File: config.mk
export PLATFORM = sky130hd
export DESIGN_NAME = hpa_front
export DESIGN_NICKNAME = d
export VERILOG_FILES = /design/src/design/halfband_pyramid_analysis_core_macros.svh /design/src/design/hpa_pkg.sv /design/src/design/hpa_front.sv
export SDC_FILE = /design/constraint.sdc
export NUM_CORES = 1
export LEC_CHECK = 0
export ABC_AREA = 1
export BUFFER_PORTS_ARGS = -buffer_cell sky130_fd_sc_hd__buf_2
export CAP_MARGIN = 10
export CORE_MARGIN = 2
export CORE_UTILIZATION = 52
export DETAILED_ROUTE_END_ITERATION = 10
export PLACE_DENSITY = 0.9
export SYNTH_ARGS = -nofsm -noshare
export SYNTH_HDL_FRONTEND = slang
export SYNTH_SLANG_ARGS = --single-unit
File: constraint.sdc
create_clock -name clock -period 4.5 [get_ports clock]
set_clock_uncertainty 0.1 [all_clocks]
set_input_delay 0.225 -clock clock [delete_from_list [all_inputs] [get_ports clock]]
set_output_delay 0.225 -clock clock [all_outputs]
set_load 0.05 [all_outputs]
File: src/design/halfband_pyramid_analysis_core_macros.svh
// Assertion macros for the pyramid analysis core
`ifndef HALFBAND_PYRAMID_ANALYSIS_CORE_MACROS_SVH
`define HALFBAND_PYRAMID_ANALYSIS_CORE_MACROS_SVH
`ifndef SYNTH
`define HPA_ASSERT_IMPL(label, clk, rst, ante, cons, msg) \
   label: assert property (@(posedge clk) disable iff (rst) (ante) |-> (cons)) else $error(msg);
`define HPA_ASSERT_NEXT(label, clk, rst, ante, cons, msg) \
   label: assert property (@(posedge clk) disable iff (rst) (ante) |=> (cons)) else $error(msg);
`else
`define HPA_ASSERT_IMPL(label, clk, rst, ante, cons, msg)
`define HPA_ASSERT_NEXT(label, clk, rst, ante, cons, msg)
`endif
`endif

File: src/design/hpa_pkg.sv
package hpa_pkg;

   localparam int unsigned MaxTapsDefault = 32;
   localparam int unsigned CoefSlots      = 32;
   localparam int unsigned Lines          = 6;
   localparam int unsigned QueueDepth     = 2;

   typedef enum logic [1:0] {
      FUNC_SAMPLE = 2'd0,
      FUNC_COEF   = 2'd1,
      FUNC_CLEAR  = 2'd2,
      FUNC_NONE   = 2'd3
   } func_type;

   typedef struct packed {
      logic [1:0]         func;
      logic signed [31:0] sample;
      logic [4:0]         tap_index;
      logic signed [15:0] coef_value;
   } req_type;

   typedef struct packed {
      logic [1:0]         band;
      logic [2:0]         position;
      logic signed [31:0] value;
      logic               last;
   } rsp_type;

   // Classified command handed from front to back
   typedef struct packed {
      func_type           func;
      logic signed [31:0] sample;
      logic [4:0]         tap_index;
      logic signed [15:0] coef_value;
   } cmd_type;

   typedef enum logic [3:0] {
      ST_IDLE,
      ST_PUSH_WR,
      ST_MAC_RD,
      ST_MAC,
      ST_MAC_LAST,
      ST_PUSH_DONE,
      ST_EMIT_RD,
      ST_EMIT,
      ST_CLEAR
   } state_type;

   function automatic logic signed [31:0] sat32(input logic signed [63:0] v);
      logic signed [31:0] r;
      if (v > 64'sd2147483647) r = 32'sh7fffffff;
      else if (v < -64'sd2147483648) r = 32'sh80000000;
      else r = v[31:0];
      return r;
   endfunction

endpackage

File: src/design/hpa_front.sv
module hpa_front (
   input  logic             clock,
   input  logic             reset,
   input  logic             req_valid,
   output logic             req_stall,
   input  hpa_pkg::req_type req_data,
   output logic             cmd_valid,
   input  logic             cmd_pop,
   output hpa_pkg::cmd_type cmd_data
);
   import hpa_pkg::*;

   localparam int unsigned PtrW = $clog2(QueueDepth);

   cmd_type          queue_ff [QueueDepth];
   logic [PtrW-1:0]  wr_ptr_ff, wr_ptr_in;
   logic [PtrW-1:0]  rd_ptr_ff, rd_ptr_in;
   logic [PtrW:0]    count_ff, count_in;
   logic             push;
   cmd_type          cmd_new;

   // classify: code 3 passes as FUNC_NONE and is dropped on entry
   always_comb begin
      cmd_new.func       = func_type'(req_data.func);
      cmd_new.sample     = req_data.sample;
      cmd_new.tap_index  = req_data.tap_index;
      cmd_new.coef_value = req_data.coef_value;
   end

   assign req_stall = (count_ff == (PtrW+1)'(QueueDepth));
   assign push      = req_valid && !req_stall && (cmd_new.func != FUNC_NONE);
   assign cmd_valid = (count_ff != '0);
   assign cmd_data  = queue_ff[rd_ptr_ff];

   // queue pointers
   always_comb begin
      wr_ptr_in = push ? PtrW'(wr_ptr_ff + 1'b1) : wr_ptr_ff;
      rd_ptr_in = cmd_pop ? PtrW'(rd_ptr_ff + 1'b1) : rd_ptr_ff;
      count_in  = count_ff + (PtrW+1)'(push) - (PtrW+1)'(cmd_pop);
   end

   always_ff @(posedge clock) begin
      if (reset) begin
         wr_ptr_ff <= '0;
         rd_ptr_ff <= '0;
         count_ff  <= '0;
      end else begin
         wr_ptr_ff <= wr_ptr_in;
         rd_ptr_ff <= rd_ptr_in;
         count_ff  <= count_in;
      end
   end

   always_ff @(posedge clock) begin
      if (push) queue_ff[wr_ptr_ff] <= cmd_new;
   end

endmodule

---- After elaboration in Yosys (flattened, before gate mapping) ----
Memories as Yosys holds them, arrays and structs flattened. A register that Yosys moved wholly into a read port is not among the register bits.
Index checks and enable logic that the tools add are counted.
W data, S select, Z words.
storage, ports and cells
  memories ................................ 1
  bits in writable memories ............... 110
  output and inout bits ................... 57
  logic and storage cells ................. 18
  register bits after elaboration ......... 4
  input bits .............................. 59
memories
  memory    depth  bits a word  rd ports  clocked after memory_dff  write ports  line             RTL
  queue_ff  2      55           1         1                         1            hpa_front.sv:15  cmd_type queue_ff [QueueDepth];
operators by class
  add/sub/neg operators ................... 4
  multiplexer cells ....................... 4
  reductions and logical operators ........ 4
  eq/ne operators ......................... 2
operator list
  kind                   count
  $mux W1                4
  $add A1 B1 Y1 const B  2
  $add A2 B1 Y2          1
  $eq A2 B2 Y1 const B   1
  $logic_and A1 B1 Y1    2
  $ne A2 B2 Y1 const B   1
  $reduce_bool A2 Y1     1
  $sub A2 B1 Y2          1
  $logic_not A1 Y1       1

---- Depth between registers and ports, before layout ----
Gate-level depths: netlist of the first run.
  depth in word-level cells ............... 6
  depth in mapped cells ................... 12
  gate-level depth less buffers ........... 12

---- Worst setup path after synthesis of the first run ----
OpenSTA, ideal clock, no wires.
  kind .................................... register to register
  from .................................... register count_ff[1]
  to ...................................... memory queue_ff[0][0] (netlist name), enable pin
  required time ........................... 3.932 ns
  library setup time ...................... 0.468 ns
  period minus slack after synthesis ...... 3.731 ns
  buffers on the path ..................... 0
  setup slack ............................. 0.769 ns
  stages on the path, launching flop included .. 6
  data arrival time ....................... 3.163 ns
  cells stage by stage .................... dfxtp_1 > inv_1 > nor2_1 > nor2_1 > inv_1 > nor2_1
on the way
  longest elaborated chain between the ends .. 6
RTL lines
  element                            line             RTL
  from (decl)                        hpa_front.sv:18  logic [PtrW:0] count_ff, count_in;
  from (signal assigned)             hpa_front.sv:50  count_ff <= count_in;
  $eq A2 B2 Y1                       hpa_front.sv:30  assign req_stall = (count_ff == (PtrW+1)'(QueueDepth));
  named net req_stall                hpa_front.sv:5   output logic req_stall,
  $logic_not A1 Y1                   hpa_front.sv:31  assign push = req_valid && !req_stall && (cmd_new.func != FUNC_NONE);
  $logic_and A1 B1 Y1 (2 in series)  hpa_front.sv:31
  $mux W1                            hpa_front.sv:55  if (push) queue_ff[wr_ptr_ff] <= cmd_new;
  $mux W1 (not written as such)      hpa_front.sv:55
  to (decl)                          hpa_front.sv:15
The timed path passes the listed nets, and every way through them passes these cells.

==> results of run 1 <==
## state kept, by name, summed over array words and instances (netlist names), named ones only
register and count:
count_ff 2, queue_ff 110, rd_ptr_ff 1, wr_ptr_ff 1
## power by group
part / total, mW / switching [mW] / internal, mW
Clock: 1.45 / 0.445 / 1.01
Combinational: 0.544 / 0.344 / 0.201
Sequential: 1.31 / 0.0459 / 1.26
## routing by layer
metal | vias to the layer above | share of wire | GRT usage
li1 | 1178 | - | -
met1 | 1256 | 0.37 | 0.198
met2 | 77 | 0.57 | 0.343
met3 | 9 | 0.042 | 0.0520
met4 | 0 | 0.0092 | 0.0639
met5 | - | 0 | 0
## synthesized netlist by cell type (all sizes together)
library cell	count	area share
nand2	8	0.0067
nand3	1	0.0011
mux2	55	0.18
inv	9	0.0076
dfxtp	5	0.022
xnor2	1	0.0020
ha	2	0.0056
buf	6	0.025
nor2	9	0.0076
edfxtp	110	0.74
nand4	1	0.0014
a21oi	1	0.0011
## logic make-up after synthesis
logic type | count (synthesis) | synth area share
buf+inv | 15 | 0.0325
xor+xnor | 1 | 0.00196
simple gates | 19 | 0.0168
fa+ha+maj | 2 | 0.00560
flops | 115 | 0.761
mux | 55 | 0.181
compound gates | 1 | 0.00112
## how the worst min path moves through the flow
| stage | depth (start not counted) | slack [ns] | startpoint | endpoint |
|---|---|---|---|---|
| after floorplan | 1 | 0.20 | reset | count_ff[0] |
| after global placement | 1 | 0.31 | req_data[10] | queue_ff[0][10] |
| after detailed placement | 1 | 0.32 | req_data[10] | queue_ff[1][10] |
| after CTS | 5 | 0.02 | req_valid | wr_ptr_ff |
| after global routing | 5 | 0.09 | req_valid | wr_ptr_ff |
| final | 5 | 0.07 | req_valid | wr_ptr_ff |
## critical path: cells and delay by family, from the launching register on
kind	cells	cell delay, ns
buf+inv	1	0.21
flops	1	0.96
mux	1	0.43
## layout by cell type (no fill, tap or decap), drive strengths merged, types with 2 or more instances in the layout
cell type	synthesis	final
buf	6	118
edfxtp	110	110
dlygate4sd3	0	58
mux2	55	55
clkbuf	0	18
inv	9	10
nor2	9	9
nand2	8	8
bufinv	0	6
dfxtp	5	5
clkinv	0	5
ha	2	2
clkinvlp	0	2
## stage by stage
step	utilization	setup slack (ns)	cells
6_report	0.768	2.00	515
4_1_cts	0.766	1.97	514
3_3_place_gp	0.617	2.08	424
2_1_floorplan	-	0.769	208
3_5_place_dp	0.617	2.02	424
5_1_grt	0.768	1.90	515
## final cells by class
class	count	area share
Clock buffer	18	0.0659
Inverter	9	0.00533
Clock inverter	14	0.0369
Timing Repair Buffer	176	0.188
Tap cell	105	0.0207
Multi-Input combinational cell	78	0.146
Sequential cell	115	0.537
## timing repair
item / CTS / global route
endpoints found under the hold margin: 115 / 0
hold buffers: 58 / 0
buffers inserted: 0 / 0
==> results.md, run 1 <==
- The number of antenna violations at the first check in global routing came to 0.
- The post-placement cell area is 0.00509 mm².
- The max-slew violation total from the final report is 0.
- After synthesis the netlist holds a flip-flop and latch count of 115.
- The via total after detailed routing is 2520.
- Clock tree synthesis selected as its root buffer the cell clkbuf_8.
- Of the synthesized area, sequential elements account for 0.761.
- The count of routing violations after the opening detailed-route iteration is 80.
- The count of final setup violators is 0.
- The number of global-route vias before repair is 2715.
- Detailed placement ended at an HPWL of 4840 µm.
- The static leakage is 2.58 nW.
- The number of instances in the synthesized netlist is 208.
- The warning count from the yosys run is 0.
- Clock latency on the worst-skew pair, taken at its later pin, is 0.49 ns.
- The area of the core is 0.00826 mm².
- The die is 96.7 µm tall.
- Summing all multi-input logic gate instances after layout gives 928 µm².
- Across the whole layout, storage elements account for 0.00341 mm².
- The setup path with the least slack is of type flip-flop to output pin.
- The synthesized netlist contains 14 unique library cells.
- In this run the worst setup path terminates at cmd_data[45].
- The slowest stage of the critical path is the dfxtp_4 cell.
- The total number of placement rows is 33.
- The transition time of the tightest slew-check pin is 1.00 ns.
- The longest clock path from root to sink contains 2 buffers.
- The pre-antenna-repair detailed-routing pass consisted of 5 iterations.
- The clock tree from TritonCTS is built.
- The total count of hold-check failures in the final report came to 0.
- The worst flop-to-flop path endpoint is queue_ff[1][7].
- STA classifies the critical path startpoint as a flip-flop.
- The number of vias per cell after detailed routing is 4.89.
- The H-tree generated during clock tree synthesis spans 4 levels.
- On the final layout, the worst hold slack is 0.0666 ns.
- The highest cell delay on the worst timing path is 0.96 ns.
- The mapped netlist covers 0.00447 mm².
- The routed length per placed instance is 16.3 µm.
- The design draws 3.30 mW.
- The final non-filler cell area is 0.00634 mm².
- In the final layout, the share of cells above drive strength 1 is 0.500.
- The number of buffers created by CTS is 17.
- The run finished with clean final reports.
- The path class of the tightest hold or removal check is input port to flip-flop.
- The final global-route overflow total is 0.
- Entering global routing, the biggest net connects 56 pins.
- Setup repair after global routing left no endpoint under its margin.
- The critical path goes through mux2_2, buf_2.
- The worst register-to-register path begins at count_ff[0].
- The routed wire length is 8400 µm.
- The total nets after synthesis is 269.
- Clock tree synthesis found a total of 115 sinks.
- The filler cells instantiated in the layout total 481.
- The worst path in the final design needs a cycle of 2.50 ns, including I/O delays and setup.
- The data arrival time of the critical path is 2.18 ns.
- The depth of the worst register-to-register path is 5.
- The number of nets in the layout is 458.
- Along the worst path, the maximum fanout reaches 55.
- The first global-routing pass estimated 13200 µm of wire.
- The floorplan step defined a die boundary enclosing 0.00935 mm².
- Derived from the worst setup path, the maximum achievable clock frequency is 400 MHz.
- The reported max-cap violation count is 0.
- For flop-to-flop paths, the worst setup slack is 2.46 ns.
- The final clock period utilization by the worst path is 0.556.
- In this run the power density over the cells is 521 mW/mm².
- The CTS clock-pin slew for the worst setup and hold paths is 0.05 ns.
- The initial standard-cell utilization of the core is 0.541.
- In the global route stage, overall resource usage came out at 0.184.
- The average footprint of a synthesized cell is 21.5 µm².
- The diode insertion count for antenna repair is 0.
- VDD sags by at most 0.000424 V.
- The detailed-route DRC error count is 0.
- Pin placement for this block handled 116 I/O pins.
- Routability-driven placement finished with a final weighted congestion of 0.679.
- The die width is 96.7 µm.
- Measured against its own limit, the worst slew margin works out to 0.334.
- The final-layout setup total negative slack is 0 ns.
- The count of input and output buffers is 115.
- The nature of the critical path endpoint is an output pin.
- The area added between synthesis and finish is 41.9%.
- The number of nets still failing antenna checks after routing is 0.
- The required time reported for the critical path endpoint is 4.18 ns.
- Once the clock tree was built, the resizer swapped 0 gates to a different size.
(Power assumes the default switching activity.)
==> inputs of run 2 (changes only) <==
--- a/config.mk
+++ b/config.mk
@@ -9,9 +9,9 @@
 export BUFFER_PORTS_ARGS = -buffer_cell sky130_fd_sc_hd__buf_2
 export CAP_MARGIN = 10
 export CORE_MARGIN = 2
-export CORE_UTILIZATION = 52
+export CORE_UTILIZATION = 47
 export DETAILED_ROUTE_END_ITERATION = 10
-export PLACE_DENSITY = 0.9
+export PLACE_DENSITY = 0.86
 export SYNTH_ARGS = -nofsm -noshare
 export SYNTH_HDL_FRONTEND = slang
 export SYNTH_SLANG_ARGS = --single-unit
==> constraint.sdc (replaced) <==
create_clock -name clock -period 2.2 [get_ports clock]
set_clock_uncertainty 0.1 [all_clocks]
set_input_delay 0.11 -clock clock [delete_from_list [all_inputs] [get_ports clock]]
set_output_delay 0.11 -clock clock [all_outputs]
set_load 0.05 [all_outputs]
==> results.md, run 2 (synthesis gave the netlist of run 1 again) <==
- The library cell contributing the largest single delay on the critical path is dfxtp_4.
- The detailed-route DRC error count is 0.
- The final clock period utilization by the worst path is 0.944.
- The final hold slack is 0.241 ns.
- The count of input and output buffers is 115.
- The detailed router finished its first iteration with 88 violations.
- The analysis attributes to cell leakage a power of 2.55 nW.
- In this run the horizontal extent of the chip is 102 µm.
- The largest net degree at the start of global routing is 56.
- The transition time of the tightest slew-check pin is 0.398 ns.
- The register with the most flip-flops in the layout has 110 of them.
- Clock-pin slew was measured on the worst setup and hold paths at 0.05 ns.
- The clock period minus worst slack is 2.08 ns.
- The routed wire length is 8220 µm.
- The detail route stage leaves a number of antenna-violating nets equal to 0.
- The clock passes through at most 2 buffers.
- The final RePlAce weighted congestion is 0.681.
- The layout has 623 filler cells.
- The library cells used most frequently in the layout, excluding fill and tap cells, are buf_2, edfxtp_1, dlygate4sd3_1.
- Counting the buffers created by CTS gives 17.
- In this run the core area contains 35 standard-cell rows.
- The area added between synthesis and finish is 41.3%.
- The routed length per placed instance is 15.1 µm.
- The post-layout instance count excluding filler cells is 543.
- In this run, placement finished with an instance count of 451.
- The signal on the critical path passes through buf_12, mux2_2, buf_2.
- The net switching power is 1.68 mW.
- The run finished with clean final reports.
- The worst register-to-register path begins at count_ff[1].
- The most frequent standard cell in the layout excluding fill and tap cells is buf_2.
- The relative contribution of sequential cells to total power is 0.421.
- The last element of the critical path is cmd_data[43].
- The internal power component is 4.59 mW.
- TritonCTS built the clock tree.
- The initial standard-cell utilization of the core is 0.484.
- The power density of the placed cells is 993 mW/mm².
- The share of total power dissipated in the clock network is 0.396.
- Ranked by flip-flop count, first place goes to queue_ff.
- After layout, the design draws a total of 6.27 mW.
- The number of antenna violations at the first check in global routing was 1.
- VDD sags by at most 0.000611 V.
- The HPWL after detailed placement is 4830 µm.
- The pre-antenna-repair detailed-routing pass consisted of 4 iterations.
- The number of global-route vias before repair is 2603.
- The routed layout has 2477 vias.
- The fmax is 481 MHz.
- Of the total power, combinational logic draws 0.183.
- For the worst setup path, the data required time is 1.99 ns.
- STA classifies the critical path startpoint as a flip-flop.
- The total count of hold-check failures in the final report is 0.
- The core region is 0.00924 mm².
- The largest registers in the layout are queue_ff: 110 flops, count_ff: 2 flops.
- At the end of the flow, the number of nets in the layout was 461.
- In the routed layout, each cell is associated on average with a via count of 4.56.
- Once layout is done, the placed cells without fillers occupy 0.00632 mm².
- The die covers 0.0103 mm².
- Across the run, the number of max-cap violations was 0.
- The insertion delay of the later-clocked pin in the worst-skew pair is 0.49 ns.
- The highest fanout seen on the critical path is 19.
- The slack of the worst reg-to-reg path is 0.30 ns.
- The max-slew violation total from the final report was 0.
- The min-delay analysis places its worst path in the category input port to flip-flop.
- The critical path in this run is classified as flip-flop to output pin.
- Across every metal layer, demand over resource in global routing totals 0.164.
- The endpoint identified for the worst register-to-register timing path is count_ff[1].
- After global routing the overflow that remains totals 0.
- The master cell of the clock root buffer is clkbuf_8.
- The share of layout cells above drive strength 1 is 0.496.
- The worst relative slew slack is 0.734.
- In this run the cell area measured after placement is 0.00518 mm².
- The nature of the critical path endpoint is an output pin.
- The data arrival time of the critical path is 1.87 ns.
- Counting cells, the worst reg-to-reg path comes to 11.
- The H-tree was split into 4 levels.
- The first global-routing pass estimated 12500 µm of wire.
- The floorplan die height is 102 µm.
- The share of total power consumed by net switching is 0.268.
- The count of clock tree sinks is 115.
- Setup repair after global routing left no endpoint under its margin.
- The highest cell delay on the worst timing path is 0.57 ns.
- The I/O pin count is 116.
- Setup violations remaining at the end of the flow were counted as 0.
==> run 2: cell count changes in the layout (fill, tap and decap cells not counted), sizes merged <==
| cell | before | now |
|---|---|---|
| bufinv | 6 | 2 |
| buf | 118 | 120 |
| clkinv | 5 | 7 |
| dlygate4sd3 | 58 | 59 |
| diode | 0 | 1 |
| clkbuf | 18 | 21 |
| inv | 10 | 9 |
==> run 2: critical path: cells and delay by family (launching register included) <==
family	cells	cell delay [ns]
buffers and inverters	2	0.44
DFF	1	0.57
muxes	1	0.35
==> run 2: what timing repair did <==
item | CTS | global route
hold buffers | 59 | 0
setup buffers | 0 | 0
endpoints found under the hold margin | 115 | 0
resized for setup | 0 | 0
setup endpoints to repair | 0 | 0
==> run 2: worst min path at each step <==
| stage | from | to | slack [ns] | depth (start not counted) |
|---|---|---|---|---|
| detailed placement | req_data[52] | queue_ff[0][52] | 0.20 | 1 |
| global route | req_data[1] | queue_ff[0][1] | 0.22 | 2 |
| floorplan | reset | count_ff[0] | 0.08 | 1 |
| finish | req_data[1] | queue_ff[1][1] | 0.24 | 2 |
| CTS | req_data[46] | queue_ff[1][46] | 0.22 | 2 |
| global placement | req_data[30] | queue_ff[0][30] | 0.20 | 1 |
==> run 2: area by class of cell <==
type | count | area, µm² | area share
multi-input cells | 78 | 928 | 0.147
diodes | 1 | 2.50 | 0.000396
clock inverters | 11 | 113 | 0.0178
flip-flops and latches | 115 | 3410 | 0.539
well taps | 129 | 161 | 0.0256
clock buffers | 21 | 429 | 0.0679
inverters | 9 | 33.8 | 0.00535
repair buffers | 179 | 1240 | 0.197
==> run 2: power by group through the flow <==
stage                     sequential, mW  clock (mW)  combinational [mW]
after floorplan                     2.65           0               0.879
after global placement              2.67           0                1.05
after detailed placement            2.68           0                1.07
after CTS                           2.64        2.51                1.15
after global routing                2.65        2.62                1.21
final                               2.64        2.48                1.15
==> run 2: routing by layer <==
metal / global-route usage / wire (µm) / vias up
met5: 0 / 0 / -
met3: 0.0600 / 336 / 12
met4: 0.0541 / 98 / 0
met1: 0.178 / 3250 / 1200
met2: 0.297 / 4530 / 75
li1: - / - / 1190
==> run 2: metrics by stage <==
stage	worst slack, ns	setup TNS, ns	utilization
after detailed placement	0.391	0	0.561
after CTS	0.0851	0	0.683
after global placement	0.578	0	0.561
after floorplan	-0.0176	-0.0176	-
after global routing	0.0459	0	0.684
final	0.122	0	0.684
